$ cat config.mk
export PLATFORM = sky130hd
export DESIGN_NAME = rle_escape_byte_decoder
export DESIGN_NICKNAME = d
export VERILOG_FILES = /design/src/design/rled_pkg.sv /design/src/design/rle_escape_byte_decoder.sv /design/src/design/rled_ctrl.sv /design/src/design/rled_dpath.sv
export SDC_FILE = /design/constraint.sdc
export NUM_CORES = 1
export LEC_CHECK = 0
export ABC_AREA = 1
export BUFFER_PORTS_ARGS = -buffer_cell sky130_fd_sc_hd__buf_2
export CELL_PAD_IN_SITES_DETAIL_PLACEMENT = 1
export CELL_PAD_IN_SITES_GLOBAL_PLACEMENT = 1
export CORE_MARGIN = 2
export CORE_UTILIZATION = 46
export CTS_CLUSTER_SIZE = 12
export DETAILED_ROUTE_END_ITERATION = 6
export PLACE_DENSITY = 0.87
export SLEW_MARGIN = 25
export SYNTH_ARGS = -nofsm -noshare
export SYNTH_HDL_FRONTEND = slang
export SYNTH_SLANG_ARGS = --single-unit
$ cat constraint.sdc
create_clock -name i_clk -period 11.6 [get_ports i_clk]
set_input_delay 2.32 -clock i_clk [delete_from_list [all_inputs] [get_ports i_clk]]
set_output_delay 2.32 -clock i_clk [all_outputs]
set_load 0.005 [all_outputs]
$ cat src/design/rled_pkg.sv
// ----------------------------------------------------------------------------
// rled_pkg
// Shared types and constants for the escape-byte run-length decoder.
// ----------------------------------------------------------------------------
package rled_pkg;

    localparam int BYTE_W  = 8;
    localparam int CNT_W   = 4;
    localparam int WORD_W  = 64;
    localparam int TOT_W   = 25;
    localparam int LIMIT_W = 25;

    localparam logic [BYTE_W-1:0]  ESC_RESET   = 8'd2;
    localparam logic [LIMIT_W-1:0] LIMIT_RESET = 25'd16777216;

    // configuration register indexes
    localparam logic CFG_ESCAPE = 1'b0;
    localparam logic CFG_LIMIT  = 1'b1;

    // decode phase codes
    localparam logic [1:0] PH_IDLE  = 2'd0;
    localparam logic [1:0] PH_COUNT = 2'd1;
    localparam logic [1:0] PH_VALUE = 2'd2;

    typedef struct packed {
        logic accept;   // input word taken this cycle
        logic step;     // emit next word of a pending run
    } t_cmd;

    typedef struct packed {
        logic slot_free;  // output register can load this cycle
        logic more;       // run continues after the word formed now
    } t_stat;

endpackage

$ cat src/design/rle_escape_byte_decoder.sv
// ----------------------------------------------------------------------------
// rle_escape_byte_decoder
// Escape-byte run-length decoder, output packed up to BPW bytes per word.
// ----------------------------------------------------------------------------
//  channel  | handshake                  | payload
//  ---------+----------------------------+-----------------------------------
//  cfg      | i_cfg_valid / o_cfg_ready  | i_cfg_index, i_cfg_data
//  in       | i_in_valid  / o_in_ready   | i_in_byte, i_last_byte
//  out      | o_out_valid / i_out_ready  | o_data_word .. o_truncated_run
//
//  Literal, escape and count words are taken back to back. A run word expands
//  into ceil(n / BPW) packed words, n = count cut at the output limit; the run
//  stepper emits one packed word per cycle unless out stalls, holding input.
//  Output is registered; a stalled out channel holds the decoder in place.
//  Config is taken only while idle, output empty and no input word offered.
//  Reset is synchronous: decode state cleared, escape 2, limit 2^24.
// ----------------------------------------------------------------------------
module rle_escape_byte_decoder #(
    parameter int BPW = 8,
    parameter int TB  = 25
) (
    input  logic                          i_clk,
    input  logic                          i_rst_n,
    input  logic                          i_cfg_valid,
    output logic                          o_cfg_ready,
    input  logic                          i_cfg_index,
    input  logic [rled_pkg::LIMIT_W-1:0]  i_cfg_data,
    input  logic                          i_in_valid,
    output logic                          o_in_ready,
    input  logic [rled_pkg::BYTE_W-1:0]   i_in_byte,
    input  logic                          i_last_byte,
    output logic                          o_out_valid,
    input  logic                          i_out_ready,
    output logic [rled_pkg::WORD_W-1:0]   o_data_word,
    output logic [rled_pkg::CNT_W-1:0]    o_byte_count,
    output logic                          o_run_done,
    output logic                          o_stream_end,
    output logic [rled_pkg::TOT_W-1:0]    o_total_out,
    output logic                          o_limit_reached,
    output logic                          o_truncated_run
);
    import rled_pkg::*;

    t_cmd  cmd;
    t_stat stat;
    logic  cfg_wr;

    assign o_cfg_ready = o_in_ready && !o_out_valid && !i_in_valid;
    assign cfg_wr      = i_cfg_valid && o_cfg_ready;

    rled_ctrl u_ctrl (
        .i_clk      (i_clk),
        .i_rst_n    (i_rst_n),
        .i_in_valid (i_in_valid),
        .o_in_ready (o_in_ready),
        .i_stat     (stat),
        .o_cmd      (cmd)
    );

    rled_dpath #(
        .BPW (BPW),
        .TB  (TB)
    ) u_dpath (
        .i_clk           (i_clk),
        .i_rst_n         (i_rst_n),
        .i_cfg_valid     (cfg_wr),
        .i_cfg_index     (i_cfg_index),
        .i_cfg_data      (i_cfg_data),
        .i_in_byte       (i_in_byte),
        .i_last_byte     (i_last_byte),
        .i_cmd           (cmd),
        .o_stat          (stat),
        .o_out_valid     (o_out_valid),
        .i_out_ready     (i_out_ready),
        .o_data_word     (o_data_word),
        .o_byte_count    (o_byte_count),
        .o_run_done      (o_run_done),
        .o_stream_end    (o_stream_end),
        .o_total_out     (o_total_out),
        .o_limit_reached (o_limit_reached),
        .o_truncated_run (o_truncated_run)
    );

`ifndef SYNTH
    a_in_needs_slot: assert property (@(posedge i_clk) disable iff (!i_rst_n)
        (i_in_valid && o_in_ready) |-> (!o_out_valid || i_out_ready))
        else $error("input word taken while output slot busy");

    a_cnt_range: assert property (@(posedge i_clk) disable iff (!i_rst_n)
        o_out_valid |-> (o_byte_count <= CNT_W'(BPW)))
        else $error("byte count above word size");

    a_end_done: assert property (@(posedge i_clk) disable iff (!i_rst_n)
        (o_out_valid && o_stream_end) |-> o_run_done)
        else $error("stream end without run done");

    a_trunc_empty: assert property (@(posedge i_clk) disable iff (!i_rst_n)
        (o_out_valid && o_truncated_run) |-> (o_stream_end && (o_byte_count == '0)))
        else $error("truncated flag on a data word");
`endif

endmodule

$ cat src/design/rled_ctrl.sv
// ----------------------------------------------------------------------------
// rled_ctrl
// Controller: takes input words while idle, steps through run words.
// ----------------------------------------------------------------------------
module rled_ctrl (
    input  logic           i_clk,
    input  logic           i_rst_n,
    input  logic           i_in_valid,
    output logic           o_in_ready,
    input  rled_pkg::t_stat i_stat,
    output rled_pkg::t_cmd  o_cmd
);
    import rled_pkg::*;

    localparam logic S_IDLE = 1'b0;
    localparam logic S_RUN  = 1'b1;

    logic r_state;
    logic n_state;

    assign o_in_ready   = (r_state == S_IDLE) && i_stat.slot_free;
    assign o_cmd.accept = o_in_ready && i_in_valid;
    assign o_cmd.step   = (r_state == S_RUN) && i_stat.slot_free;

    always_comb begin
        n_state = r_state;
        case (r_state)
            S_IDLE: begin
                if (o_cmd.accept && i_stat.more) n_state = S_RUN;
            end
            S_RUN: begin
                if (o_cmd.step && !i_stat.more) n_state = S_IDLE;
            end
            default: n_state = S_IDLE;
        endcase
    end

    always_ff @(posedge i_clk) begin
        if (!i_rst_n) begin
            r_state <= S_IDLE;
        end else begin
            r_state <= n_state;
        end
    end

endmodule

$ cat src/design/rled_dpath.sv
// ----------------------------------------------------------------------------
// rled_dpath
// Datapath: config registers, decode state, word packing, limit tracking
// and the output register.
// ----------------------------------------------------------------------------
module rled_dpath #(
    parameter int BPW = 8,
    parameter int TB  = 25
) (
    input  logic                          i_clk,
    input  logic                          i_rst_n,
    input  logic                          i_cfg_valid,
    input  logic                          i_cfg_index,
    input  logic [rled_pkg::LIMIT_W-1:0]  i_cfg_data,
    input  logic [rled_pkg::BYTE_W-1:0]   i_in_byte,
    input  logic                          i_last_byte,
    input  rled_pkg::t_cmd                i_cmd,
    output rled_pkg::t_stat               o_stat,
    output logic                          o_out_valid,
    input  logic                          i_out_ready,
    output logic [rled_pkg::WORD_W-1:0]   o_data_word,
    output logic [rled_pkg::CNT_W-1:0]    o_byte_count,
    output logic                          o_run_done,
    output logic                          o_stream_end,
    output logic [rled_pkg::TOT_W-1:0]    o_total_out,
    output logic                          o_limit_reached,
    output logic                          o_truncated_run
);
    import rled_pkg::*;

    logic [BYTE_W-1:0]  r_escape;
    logic [LIMIT_W-1:0] r_limit;
    logic [1:0]         r_phase;
    logic [BYTE_W-1:0]  r_pending;
    logic [TB-1:0]      r_bytes;
    logic               r_stopped;
    logic [BYTE_W-1:0]  r_val;
    logic [BYTE_W-1:0]  r_reps;
    logic               r_last;

    logic [1:0]         n_phase;
    logic [BYTE_W-1:0]  n_pending;
    logic [TB-1:0]      n_bytes;
    logic               n_stopped;

    logic               r_out_valid;
    logic [WORD_W-1:0]  r_word;
    logic [CNT_W-1:0]   r_cnt;
    logic               r_done;
    logic               r_end;
    logic [TOT_W-1:0]   r_total;
    logic               r_hit;
    logic               r_trunc;

    logic                  lit;
    logic                  acc_emit;
    logic                  acc_trunc;
    logic [BYTE_W-1:0]     src_val;
    logic [BYTE_W-1:0]     src_reps;
    logic                  src_last;
    logic                  emit;
    logic [TB+LIMIT_W-1:0] lim_wide;
    logic [TB-1:0]         lim_raw;
    logic [TB-1:0]         lim;
    logic [TB-1:0]         rem;
    logic [CNT_W-1:0]      kk;
    logic [CNT_W-1:0]      k;
    logic                  hit;
    logic                  more;
    logic [BYTE_W-1:0]     reps_after;
    logic [TB-1:0]         new_total;
    logic                  close;
    logic                  out_load;
    logic [WORD_W-1:0]     word;
    logic [TB+TOT_W-1:0]   tot_new_wide;
    logic [TB+TOT_W-1:0]   tot_old_wide;

    assign lit       = (r_phase != PH_COUNT) && (r_phase != PH_VALUE);
    assign acc_emit  = !r_stopped && (((r_phase == PH_VALUE) && (r_pending != '0))
                       || (lit && (i_in_byte != r_escape)));
    assign acc_trunc = !r_stopped && ((r_phase == PH_COUNT)
                       || (lit && (i_in_byte == r_escape)));

    assign src_val  = i_cmd.step ? r_val : i_in_byte;
    assign src_reps = i_cmd.step ? r_reps
                    : ((r_phase == PH_VALUE) ? r_pending : 8'd1);
    assign src_last = i_cmd.step ? r_last : i_last_byte;
    assign emit     = i_cmd.step || (i_cmd.accept && acc_emit);

    // limit taken modulo 2^TB, zero acts as one
    assign lim_wide = {{TB{1'b0}}, r_limit};
    assign lim_raw  = lim_wide[TB-1:0];
    assign lim      = (lim_raw == '0) ? TB'(1) : lim_raw;
    // limit already passed: the next byte stops the stream
    assign rem      = (r_bytes >= lim) ? TB'(1) : (lim - r_bytes);

    assign kk         = (src_reps < 8'(BPW)) ? src_reps[CNT_W-1:0] : CNT_W'(BPW);
    assign k          = (rem < TB'(kk)) ? rem[CNT_W-1:0] : kk;
    assign hit        = (TB'(k) == rem);
    assign more       = emit && (src_reps != 8'(k)) && !hit;
    assign reps_after = src_reps - 8'(k);
    assign new_total  = r_bytes + TB'(k);

    assign close    = (emit && !more && src_last)
                    || (i_cmd.accept && !acc_emit && i_last_byte);
    assign out_load = emit || (i_cmd.accept && i_last_byte);

    assign tot_new_wide = {{TOT_W{1'b0}}, new_total};
    assign tot_old_wide = {{TOT_W{1'b0}}, r_bytes};

    always_comb begin
        word = '0;
        for (int i = 0; i < BPW; i++) begin
            if (CNT_W'(i) < k) word[i*BYTE_W +: BYTE_W] = src_val;
        end
    end

    always_comb begin
        n_phase   = r_phase;
        n_pending = r_pending;
        n_bytes   = r_bytes;
        n_stopped = r_stopped;
        if (i_cmd.accept && !r_stopped) begin
            case (r_phase)
                PH_COUNT: begin
                    n_pending = i_in_byte;
                    n_phase   = PH_VALUE;
                end
                PH_VALUE: n_phase = PH_IDLE;
                default: begin
                    n_phase = (i_in_byte == r_escape) ? PH_COUNT : PH_IDLE;
                end
            endcase
        end
        if (emit) begin
            n_bytes   = new_total;
            n_stopped = hit;
        end
        if (close) begin
            n_phase   = PH_IDLE;
            n_pending = '0;
            n_bytes   = '0;
            n_stopped = 1'b0;
        end
    end

    assign o_stat.slot_free = !r_out_valid || i_out_ready;
    assign o_stat.more      = more;

    always_ff @(posedge i_clk) begin
        if (!i_rst_n) begin
            r_escape    <= ESC_RESET;
            r_limit     <= LIMIT_RESET;
            r_phase     <= PH_IDLE;
            r_pending   <= '0;
            r_bytes     <= '0;
            r_stopped   <= 1'b0;
            r_last      <= 1'b0;
            r_out_valid <= 1'b0;
        end else begin
            if (i_cfg_valid) begin
                if (i_cfg_index == CFG_ESCAPE) begin
                    r_escape <= i_cfg_data[BYTE_W-1:0];
                end else begin
                    r_limit <= i_cfg_data;
                end
            end
            if (i_cmd.accept) begin
                r_last <= i_last_byte;
            end
            r_phase   <= n_phase;
            r_pending <= n_pending;
            r_bytes   <= n_bytes;
            r_stopped <= n_stopped;
            if (out_load) begin
                r_out_valid <= 1'b1;
            end else if (i_out_ready) begin
                r_out_valid <= 1'b0;
            end
        end
    end

    always_ff @(posedge i_clk) begin
        if (i_cmd.accept) r_val <= i_in_byte;
        if (emit) r_reps <= reps_after;
        if (out_load) begin
            r_word  <= emit ? word : '0;
            r_cnt   <= emit ? k : '0;
            r_done  <= !more;
            r_end   <= src_last && !more;
            r_total <= emit ? tot_new_wide[TOT_W-1:0] : tot_old_wide[TOT_W-1:0];
            r_hit   <= emit ? hit : r_stopped;
            r_trunc <= !emit && acc_trunc;
        end
    end

    assign o_out_valid     = r_out_valid;
    assign o_data_word     = r_word;
    assign o_byte_count    = r_cnt;
    assign o_run_done      = r_done;
    assign o_stream_end    = r_end;
    assign o_total_out     = r_total;
    assign o_limit_reached = r_hit;
    assign o_truncated_run = r_trunc;

endmodule

; ---- Word level (Yosys, flattened, before mapping)
; Index checks and enable logic that the tools add are counted.
; W data, S select, Z words.
[word_totals]
register_bits = 185
inputBits = 40
out_inout_bits = 100
wordCells = 120
[classes]
add_sub_neg = 3
order_cmp = 11
n_eq_ne = 8
muxes = 17
bitwise = 3
reduce_logical = 53
[ops]
columns = op, count
row1 = $mux W25, 3
row2 = $add A25 B4 Y25, 1
row3 = $eq A4 B25 Y1, 1
row4 = $ge A25 B25 Y1, 1
row5 = $logic_and A1 B1 Y1, 25
row6 = $logic_not A25 Y1, 1
row7 = $lt A25 B4 Y1, 1
row8 = $sub A25 B25 Y25, 1
row9 = $mux W8, 3
row10 = $reduce_and A2 Y1, 11
row11 = $lt A3 B4 Y1 const A, 4
row12 = $eq A8 B8 Y1, 1
row13 = $lt A1 B4 Y1 const A, 2
row14 = $lt A2 B4 Y1 const A, 2
row15 = $lt A8 B4 Y1 const B, 1
row16 = $mux W4, 2
row17 = $ne A8 B4 Y1, 1
row18 = $ne A8 B8 Y1, 1
row19 = $reduce_bool A8 Y1, 1
row20 = $sub A8 B4 Y8, 1
row21 = $logic_not A1 Y1, 7
row22 = $mux W1, 7
row23 = $logic_or A1 B1 Y1, 6
row24 = $pmux W2 S2, 1
row25 = other kinds (8), 10

; ---- Depth between registers and ports, before layout
; Gate-level depths: netlist of run 1.
[logic_depth]
depth_word = 16
depth_mapped = 37
depth_no_buf = 36

; ---- Modules after synthesis
; Synthesis of run 1 repeated with hierarchy kept, for this count alone.
[unflattened]
cells_unflattened = 1266
area_unflattened_um2 = 10201.0
[by_module_without_submodules]
columns = mod, instances, cells_per_inst, area_each_um2, seq_area_each_um2
row1 = rled_dpath, 1, 1249, 10102.2, 4814.6
row2 = rled_ctrl, 1, 11, 67.6, 20.0
row3 = rle_escape_byte_decoder, 1, 6, 31.3, 0.0

; ---- Worst setup path after synthesis of run 1
; No wires, ideal clock.
[synth_timing]
path_type = input-to-reg
from = in i_out_ready
to = reg u_dpath.r_total[21] (netlist: u_dpath.o_total_out[21]) (data pin)
setup_ns = 0.275
t_arrival_ns = 5.794
t_required_ns = 11.325
slack_ns = 5.531
stages = 29
n_path_buf = 1
path_cell_list = nor2_4 > inv_2 > nand2_4 > inv_2 > nand2_1 > nand2_1 > nor2_1 > nand2_2 > nor2_4 > inv_2 > nor2_1 > inv_1 > ha_1 > a21oi_1 > nand2_1 > nand2_2 > nand3_4 > buf_6 > nand2_1 > o21ai_4 > ha_1 > inv_1 > o31ai_1 > nand2_1 > a21oi_1 > nand3_1 > xor2_1 > nand2_1 > o21ai_0
[synth_between]
elab_chain_cells = 9
elab_cells_between_ends = 13
cone_classes = add/sub: 1 / order compare: 2 / mux: 4 / reduce/logical: 6
[synth_lines]
columns = element, line
row1 = from (decl), rle_escape_byte_decoder.sv:33  ; input logic i_out_ready,
row2 = $logic_or A1 B1 Y1 (*), rled_dpath.sv:147  ; assign o_stat.slot_free = !r_out_valid || i_out_ready;
row3 = $logic_and A1 B1 Y1 (*), rled_ctrl.sv:23  ; assign o_cmd.step = (r_state == S_RUN) && i_stat.slot_free;
row4 = $mux W8 (*), rled_dpath.sv:85  ; assign src_reps = i_cmd.step ? r_reps
row5 = $lt A8 B4 Y1, rled_dpath.sv:97  ; assign kk = (src_reps < 8'(BPW)) ? src_reps[CNT_W-1:0] : CNT_W'(BPW);
row6 = $mux W4 (*), rled_dpath.sv:97
row7 = $lt A25 B4 Y1, rled_dpath.sv:98  ; assign k = (rem < TB'(kk)) ? rem[CNT_W-1:0] : kk;
row8 = $mux W4 (*), rled_dpath.sv:98
row9 = named net u_dpath.k[1], rled_dpath.sv:67  ; logic [CNT_W-1:0] k;
row10 = $add A25 B4 Y25 (*), rled_dpath.sv:102  ; assign new_total = r_bytes + TB'(k);
row11 = $mux W25 (*), rled_dpath.sv:191  ; r_total <= emit ? tot_new_wide[TOT_W-1:0] : tot_old_wide[TOT_W-1:0];
row12 = to (signal assigned), rled_dpath.sv:191
row13 = to (decl), rled_dpath.sv:51  ; logic [TOT_W-1:0] r_total;
; Mark *: on every way through the listed nets, which the timed path passes. The rest lies on a longest branch.
; A chain may end at the register's enable or synchronous reset.

; ---- Final worst setup path of run 1
[layout_timing]
from = in i_out_ready
to = reg u_dpath.r_bytes[9]
[layout_between]
elab_chain_cells = 15
elab_cells_between_ends = 26
cone_classes = add/sub: 1 / order compare: 2 / eq/ne: 2 / mux: 5 / reduce/logical: 16
[layout_lines]
columns = element, line
row1 = $logic_or A1 B1 Y1 (*), rled_dpath.sv:147
row2 = $logic_and A1 B1 Y1 (*), rled_ctrl.sv:23
row3 = $mux W8 (*), rled_dpath.sv:85
row4 = $lt A8 B4 Y1, rled_dpath.sv:97
row5 = $mux W4 (*), rled_dpath.sv:97
row6 = $lt A25 B4 Y1, rled_dpath.sv:98
row7 = $mux W4 (*), rled_dpath.sv:98
row8 = named net u_dpath.k[2], rled_dpath.sv:67
row9 = "parallel branches: the longest is 8 deep, another holds $add A25 B4 Y25", -
row10 = to (signal assigned), rled_dpath.sv:173  ; r_bytes <= n_bytes;
row11 = to (decl), rled_dpath.sv:35  ; logic [TB-1:0] r_bytes;
; Mark *: on every way through the listed nets, which the timed path passes.

==> results.yml, run 1 <==
status:
  status: "finished, final reports clean"
route:
  post_drt_via_cell_ratio: 5.42
  drt_pass1_iterations: 5
  via_count: 9364
  drt-total-wl_um: 33200
  drc: 0
  drt-initial-drc-count: 602
  wire_per_inst_um: 19.2
  antenna_left: 0
worst_setup_path:
  crit_arrival_ps: 7760
  start_kind: "input pin"
  required_ps: 11960
  max_stage_delay_ps: 610
  cp_common_cell: "nand2_1"
  cp_num_buf_inv: 7
  critPathTopFamily: "simple AND/OR/NAND/NOR gates"
  cp_max_fo: 32
  critPathCaptureType: "flip-flop"
  cpMaxStageDelayCell: "o31ai_1"
  path_class: "in2reg"
final_layout:
  areaGrowthSynthToFinish_pct: 14.3
  layout-drive-gt1-share_pct: 16.6
  layout.nets: 1517
  fin_util_pct: 54.0
  final_cells: 1729
  num_antenna_cells: 0
yosys:
  synthTopCellsByArea: "edfxtp_1, dfxtp_1, nand2_1"
  ys_ff_latch: 185
  synth_top_area_share_pct: 32.7
  synth_nets: 1401
  synth_edf_count: 113
  ys_async_sr_fraction_pct: 0
  synth_common_cells: "nand2_1, inv_1, nor2_1"
  synth_flop_cell: "edfxtp_1"
  synth_area_leader_cell: "edfxtp_1"
  syn_area_per_cell_um2: 7.86
  netlist_area_mm2: 0.0104
  synth_most_common_cell: "nand2_1"
  synth.distinct_cells: 48
  seq_area_frac_synth_pct: 46.6
  synth_cells: 1320
  yosysWarnings: 0
global_routing:
  first_global_vias: 9588
  grt_usage_pct: 27.9
  grt_max_degree: 72
  grt_antenna_before_repair: 2
  gr-total-overflow: 0
  grt_pass1_wl_um: 52000
clock_tree:
  cts_repair_resize_count: 0
  clock_sinks: 185
  cts_setup_buffers: 0
  numCtsBuffers: 17
  cts_buffer_depth: 2
  worstSkewPairLatency_ps: 440
  path_clk_slew_ps: 80
  cts_tree: "built"
  cts-root-buf: "clkbuf_16"
  hold_buffers: 0
  htree_levels: 4
min_path:
  hold_path.class: "reg2reg"
sta:
  post-route-period-util_pct: 63.8
  relSlewSlack_pct: 34.3
  rsz0062_at_grt: "no"
  setup_viol: 0
  drv_slew: 0
  finalWorstSetupSlack_ps: 4200
  finalHoldViolCount: 0
  final.setup_skew_ps: 9.72
  tightest_slew_ps: 982
  fin_setup_tns_ps: 0
  clock.fmax_ghz: 0.135
  timing.final.crit_period_ps: 7400
power:
  peakVddDrop_mv: 0.158
  p_leak_nw: 5.54
  p_per_area_mw_per_mm2: 264
placement:
  dp_cells: 1697
  port_buffers: 139
  globalplace.congestion: 0.898
  pre_cts_ws_ps: 4310
  place_hpwl_um: 24600
floorplanning:
  core-area_mm2: 0.0220
  die_area_mm2: 0.0238
  die_y_um: 154
  start_util_pct: 47.3
  dieWidth_um: 154
  pin_count: 140
  row_count: 54
run:
  maxCapViolations: 0
[final cells by class]
class                      instances  area (um2)
clock inverter                    15         199
multi-input combinational        846        4420
tap                              280         350
clock buffer                      17         425
fill                            2748       10100
timing repair buffer             143         726
inverter                         243         912
sequential                       185        4830
[layer usage]
metal / vias up / wire length (um) / track usage (%)
li1: 4425 / - / -
met1: 4554 / 14100 / 34.8
met2: 313 / 16500 / 49.6
met3: 70 / 1720 / 4.60
met4: 2 / 779 / 8.86
met5: - / 13 / 0
[worst register-to-register path, delay by kind of cell, from the launching register on]
family          cells  cell delay (ps)
flops               1              320
fa+ha+maj           3              910
compound gates      4             1310
xor+xnor            1              220
buf+inv             4              460
simple gates       20             3180
[state kept, by name, summed over array words and instances, names as in the netlist, 2 cells and up]
signal,count
u_dpath.o_byte_count,4
u_dpath.o_data_word,64
u_dpath.r_val,8
u_dpath.r_pending,8
u_dpath.r_bytes,25
u_dpath.r_phase,2
u_dpath.r_escape,8
u_dpath.lim_raw,25
u_dpath.o_total_out,25
u_dpath.r_reps,8
[kinds of logic after synthesis]
group | share of synthesized area [%]
AND/OR/NAND/NOR | 25.8
buffers and inverters | 10.9
flip-flops | 46.6
AO/OA/AOI/OAI | 8.54
adder cells (fa/ha/maj) | 5.16
XOR/XNOR | 3.04
[report_power, final]
group / switching, mW / internal, mW / total, mW
logic: 0.966 / 0.432 / 1.40
clock network: 0.320 / 0.301 / 0.621
registers: 0.0911 / 1.02 / 1.11
[worst paths after layout]
| check | from | end | slack, ps | depth (start not counted) |
|---|---|---|---|---|
| min | u_dpath.lim_raw[9] | u_dpath.lim_raw[9] | 470 | 2 |
| max reg2reg | u_dpath.lim_raw[15] | u_dpath.r_bytes[9] | 5080 | 32 |
| max | i_out_ready | u_dpath.r_bytes[9] | 4200 | 30 |
| min reg2reg | u_dpath.lim_raw[9] | u_dpath.lim_raw[9] | 470 | 2 |
[placed cells by master (no fill, tap or decap), types with 3 or more instances in the layout]
cell type / n
nand2_2: 8
nor2_2: 19
a21oi_1: 58
clkinv_8: 3
ha_1: 38
edfxtp_1: 113
clkbuf_16: 17
fa_1: 3
o21ai_1: 10
buf_4: 4
nand3_1: 49
buf_2: 139
inv_8: 3
inv_2: 14
a21oi_2: 3
nor4_1: 7
inv_12: 5
nand4_1: 25
nand2_4: 3
nand3b_1: 6
or2_2: 5
xnor2_1: 7
and2_1: 9
nor3_1: 21
nand3_2: 4
inv_1: 227
nor2_1: 160
dfxtp_1: 72
o21ai_0: 73
xor2_1: 29
nand2_1: 286
[per-stage QoR]
stage	hold WS (ps)	cell area (um2)	power [mW]
3_5_place_dp	467	11200	2.49
6_report	474	11900	3.13
3_3_place_gp	451	11200	2.38
2_1_floorplan	440	10400	2.00
4_1_cts	479	11900	3.14
5_1_grt	503	11900	3.33
(Power assumes the default switching activity.)
==> run 2: changes to the inputs <==
--- a/config.mk
+++ b/config.mk
@@ -10,10 +10,10 @@
 export CELL_PAD_IN_SITES_DETAIL_PLACEMENT = 1
 export CELL_PAD_IN_SITES_GLOBAL_PLACEMENT = 1
 export CORE_MARGIN = 2
-export CORE_UTILIZATION = 46
+export CORE_UTILIZATION = 43
 export CTS_CLUSTER_SIZE = 12
 export DETAILED_ROUTE_END_ITERATION = 6
-export PLACE_DENSITY = 0.87
+export PLACE_DENSITY = 0.82
 export SLEW_MARGIN = 25
 export SYNTH_ARGS = -nofsm -noshare
 export SYNTH_HDL_FRONTEND = slang
==> constraint.sdc (replaced) <==
create_clock -name i_clk -period 6.9 [get_ports i_clk]
set_input_delay 1.38 -clock i_clk [delete_from_list [all_inputs] [get_ports i_clk]]
set_output_delay 1.38 -clock i_clk [all_outputs]
set_load 0.005 [all_outputs]
==> run 2 against run 1 <==
Against the previous run:
- combinational power up 63%
- sequential power up 68%
- cell count up 2.3%
- critical endpoint is now u_dpath.r_bytes[8]
- largest cell class unchanged
==> results.yml, run 2 (synthesis results as in run 1) <==
worst_setup_path:
  cpMaxStageDelayCell: "nor4_1"
  path_class: "reg2reg"
  r2r_slack_ps: 920
  crit_arrival_ps: 6340
  cp_common_cell: "nand2_1"
  required_ps: 7260
  worstRegToRegCells: 34
  cp_max_fo: 14
  critPathCaptureType: "flip-flop"
  start_kind: "flip-flop"
  max_stage_delay_ps: 540
route:
  antenna_left: 0
  drc: 0
  drt-initial-drc-count: 546
  wire_per_inst_um: 17.3
  via_count: 9034
  drt-total-wl_um: 30600
  post_drt_via_cell_ratio: 5.11
  drt_pass1_iterations: 4
sta:
  post-route-period-util_pct: 86.6
  relSlewSlack_pct: 35.7
  finalWorstSetupSlack_ps: 925
  drv_slew: 0
  timing.final.crit_period_ps: 5980
  rsz0062_at_grt: "no"
  clock.fmax_ghz: 0.167
  setup_viol: 0
  finalHoldViolCount: 0
  final.setup_skew_ps: 9.85
  fin_setup_tns_ps: 0
  tightest_slew_ps: 961
  holdWs_ps: 472
min_path:
  hold_path.class: "reg2reg"
  hold_depth: 2
final_layout:
  layout-drive-gt1-share_pct: 16.6
  final_cell_mix: "nand2_1, inv_1, nor2_1"
  areaGrowthSynthToFinish_pct: 15.0
  fill_cells: 2948
  largest_reg_flops: 64
  layout.nets: 1517
  final_cells: 1768
  num_antenna_cells: 0
  layout_commonest_cell: "nand2_1"
  design_area_mm2: 0.0119
  fin_util_pct: 50.5
clock_tree:
  cts_setup_buffers: 0
  cts_repair_resize_count: 0
  worstSkewPairLatency_ps: 440
  cts_tree: "built"
  numCtsBuffers: 17
  cts_buffer_depth: 2
  htree_levels: 4
  clock_sinks: 185
  hold_buffers: 0
  cts-root-buf: "clkbuf_16"
  path_clk_slew_ps: 80
global_routing:
  met3_usage_pct: 3.62
  grt_pass1_wl_um: 48900
  met2_usage_pct: 42.0
  grtUsageMet1_pct: 31.7
  grt_antenna_before_repair: 0
  first_global_vias: 9289
  grt_max_degree: 75
  grt_usage_pct: 24.3
  grt_busiest_layer: "met2"
  gr-total-overflow: 0
floorplanning:
  row_count: 56
  pin_count: 140
  dieWidth_um: 159
  core-area_mm2: 0.0236
  start_util_pct: 43.9
  die_y_um: 159
  die_area_mm2: 0.0254
power:
  seqPwrFrac_pct: 35.7
  p_per_area_mw_per_mm2: 435
  swShare_pct: 43.2
  combPwrFrac_pct: 44.0
  peakVddDrop_mv: 0.191
  power_mw: 5.19
  switchingPower_mw: 2.24
  clkPwrFrac_pct: 20.3
  p_leak_nw: 5.55
  intPower_mw: 2.95
placement:
  dp_cells: 1736
  placed_area_mm2: 0.0113
  pre_cts_ws_ps: 819
  globalplace.congestion: 0.867
  port_buffers: 139
  place_hpwl_um: 23700
status:
  status: "finished, final reports clean"
run:
  maxCapViolations: 0
-- run 2: metal layers --
metal / vias to the layer above / share of wire (%)
met1: 4349 / 46
met3: 43 / 3.9
met4: 0 / 1.8
met5: - / 0
met2: 224 / 49
li1: 4418 / -
-- run 2: power groups by stage --
stage / clock (mW) / combinational, mW / sequential (mW)
floorplan: 0 / 1.45 / 1.91
global placement: 0 / 2.17 / 1.87
detailed placement: 0 / 2.26 / 1.88
CTS: 1.07 / 2.29 / 1.86
global route: 1.11 / 2.55 / 1.90
finish: 1.05 / 2.28 / 1.86
-- run 2: worst paths after layout --
path | start | end
worst max register to register | u_dpath.lim_raw[15] | u_dpath.r_bytes[8]
worst min register to register | u_dpath.r_last | u_dpath.r_last
worst min-delay path | u_dpath.r_last | u_dpath.r_last
worst max-delay path | u_dpath.lim_raw[15] | u_dpath.r_bytes[8]
-- run 2: worst max-delay path, delay by kind of cell, from the launching register on --
family	cells	cell delay, ps
AOI/OAI and AO/OA	3	410
and+or+nand+nor	19	2970
DFF	1	320
xor gates and xnor gates	1	270
adders and majority gates	4	1080
buffers and inverters	7	850
-- run 2: final cells by class --
cell class	instances	area, um2	area share (%)
multi-input combinational	846	4420	37.0
sequential	185	4830	40.5
tap	319	399	3.35
clock buffer	17	425	3.57
inverter	243	912	7.65
clock inverter	15	214	1.79
timing repair buffer	143	726	6.08
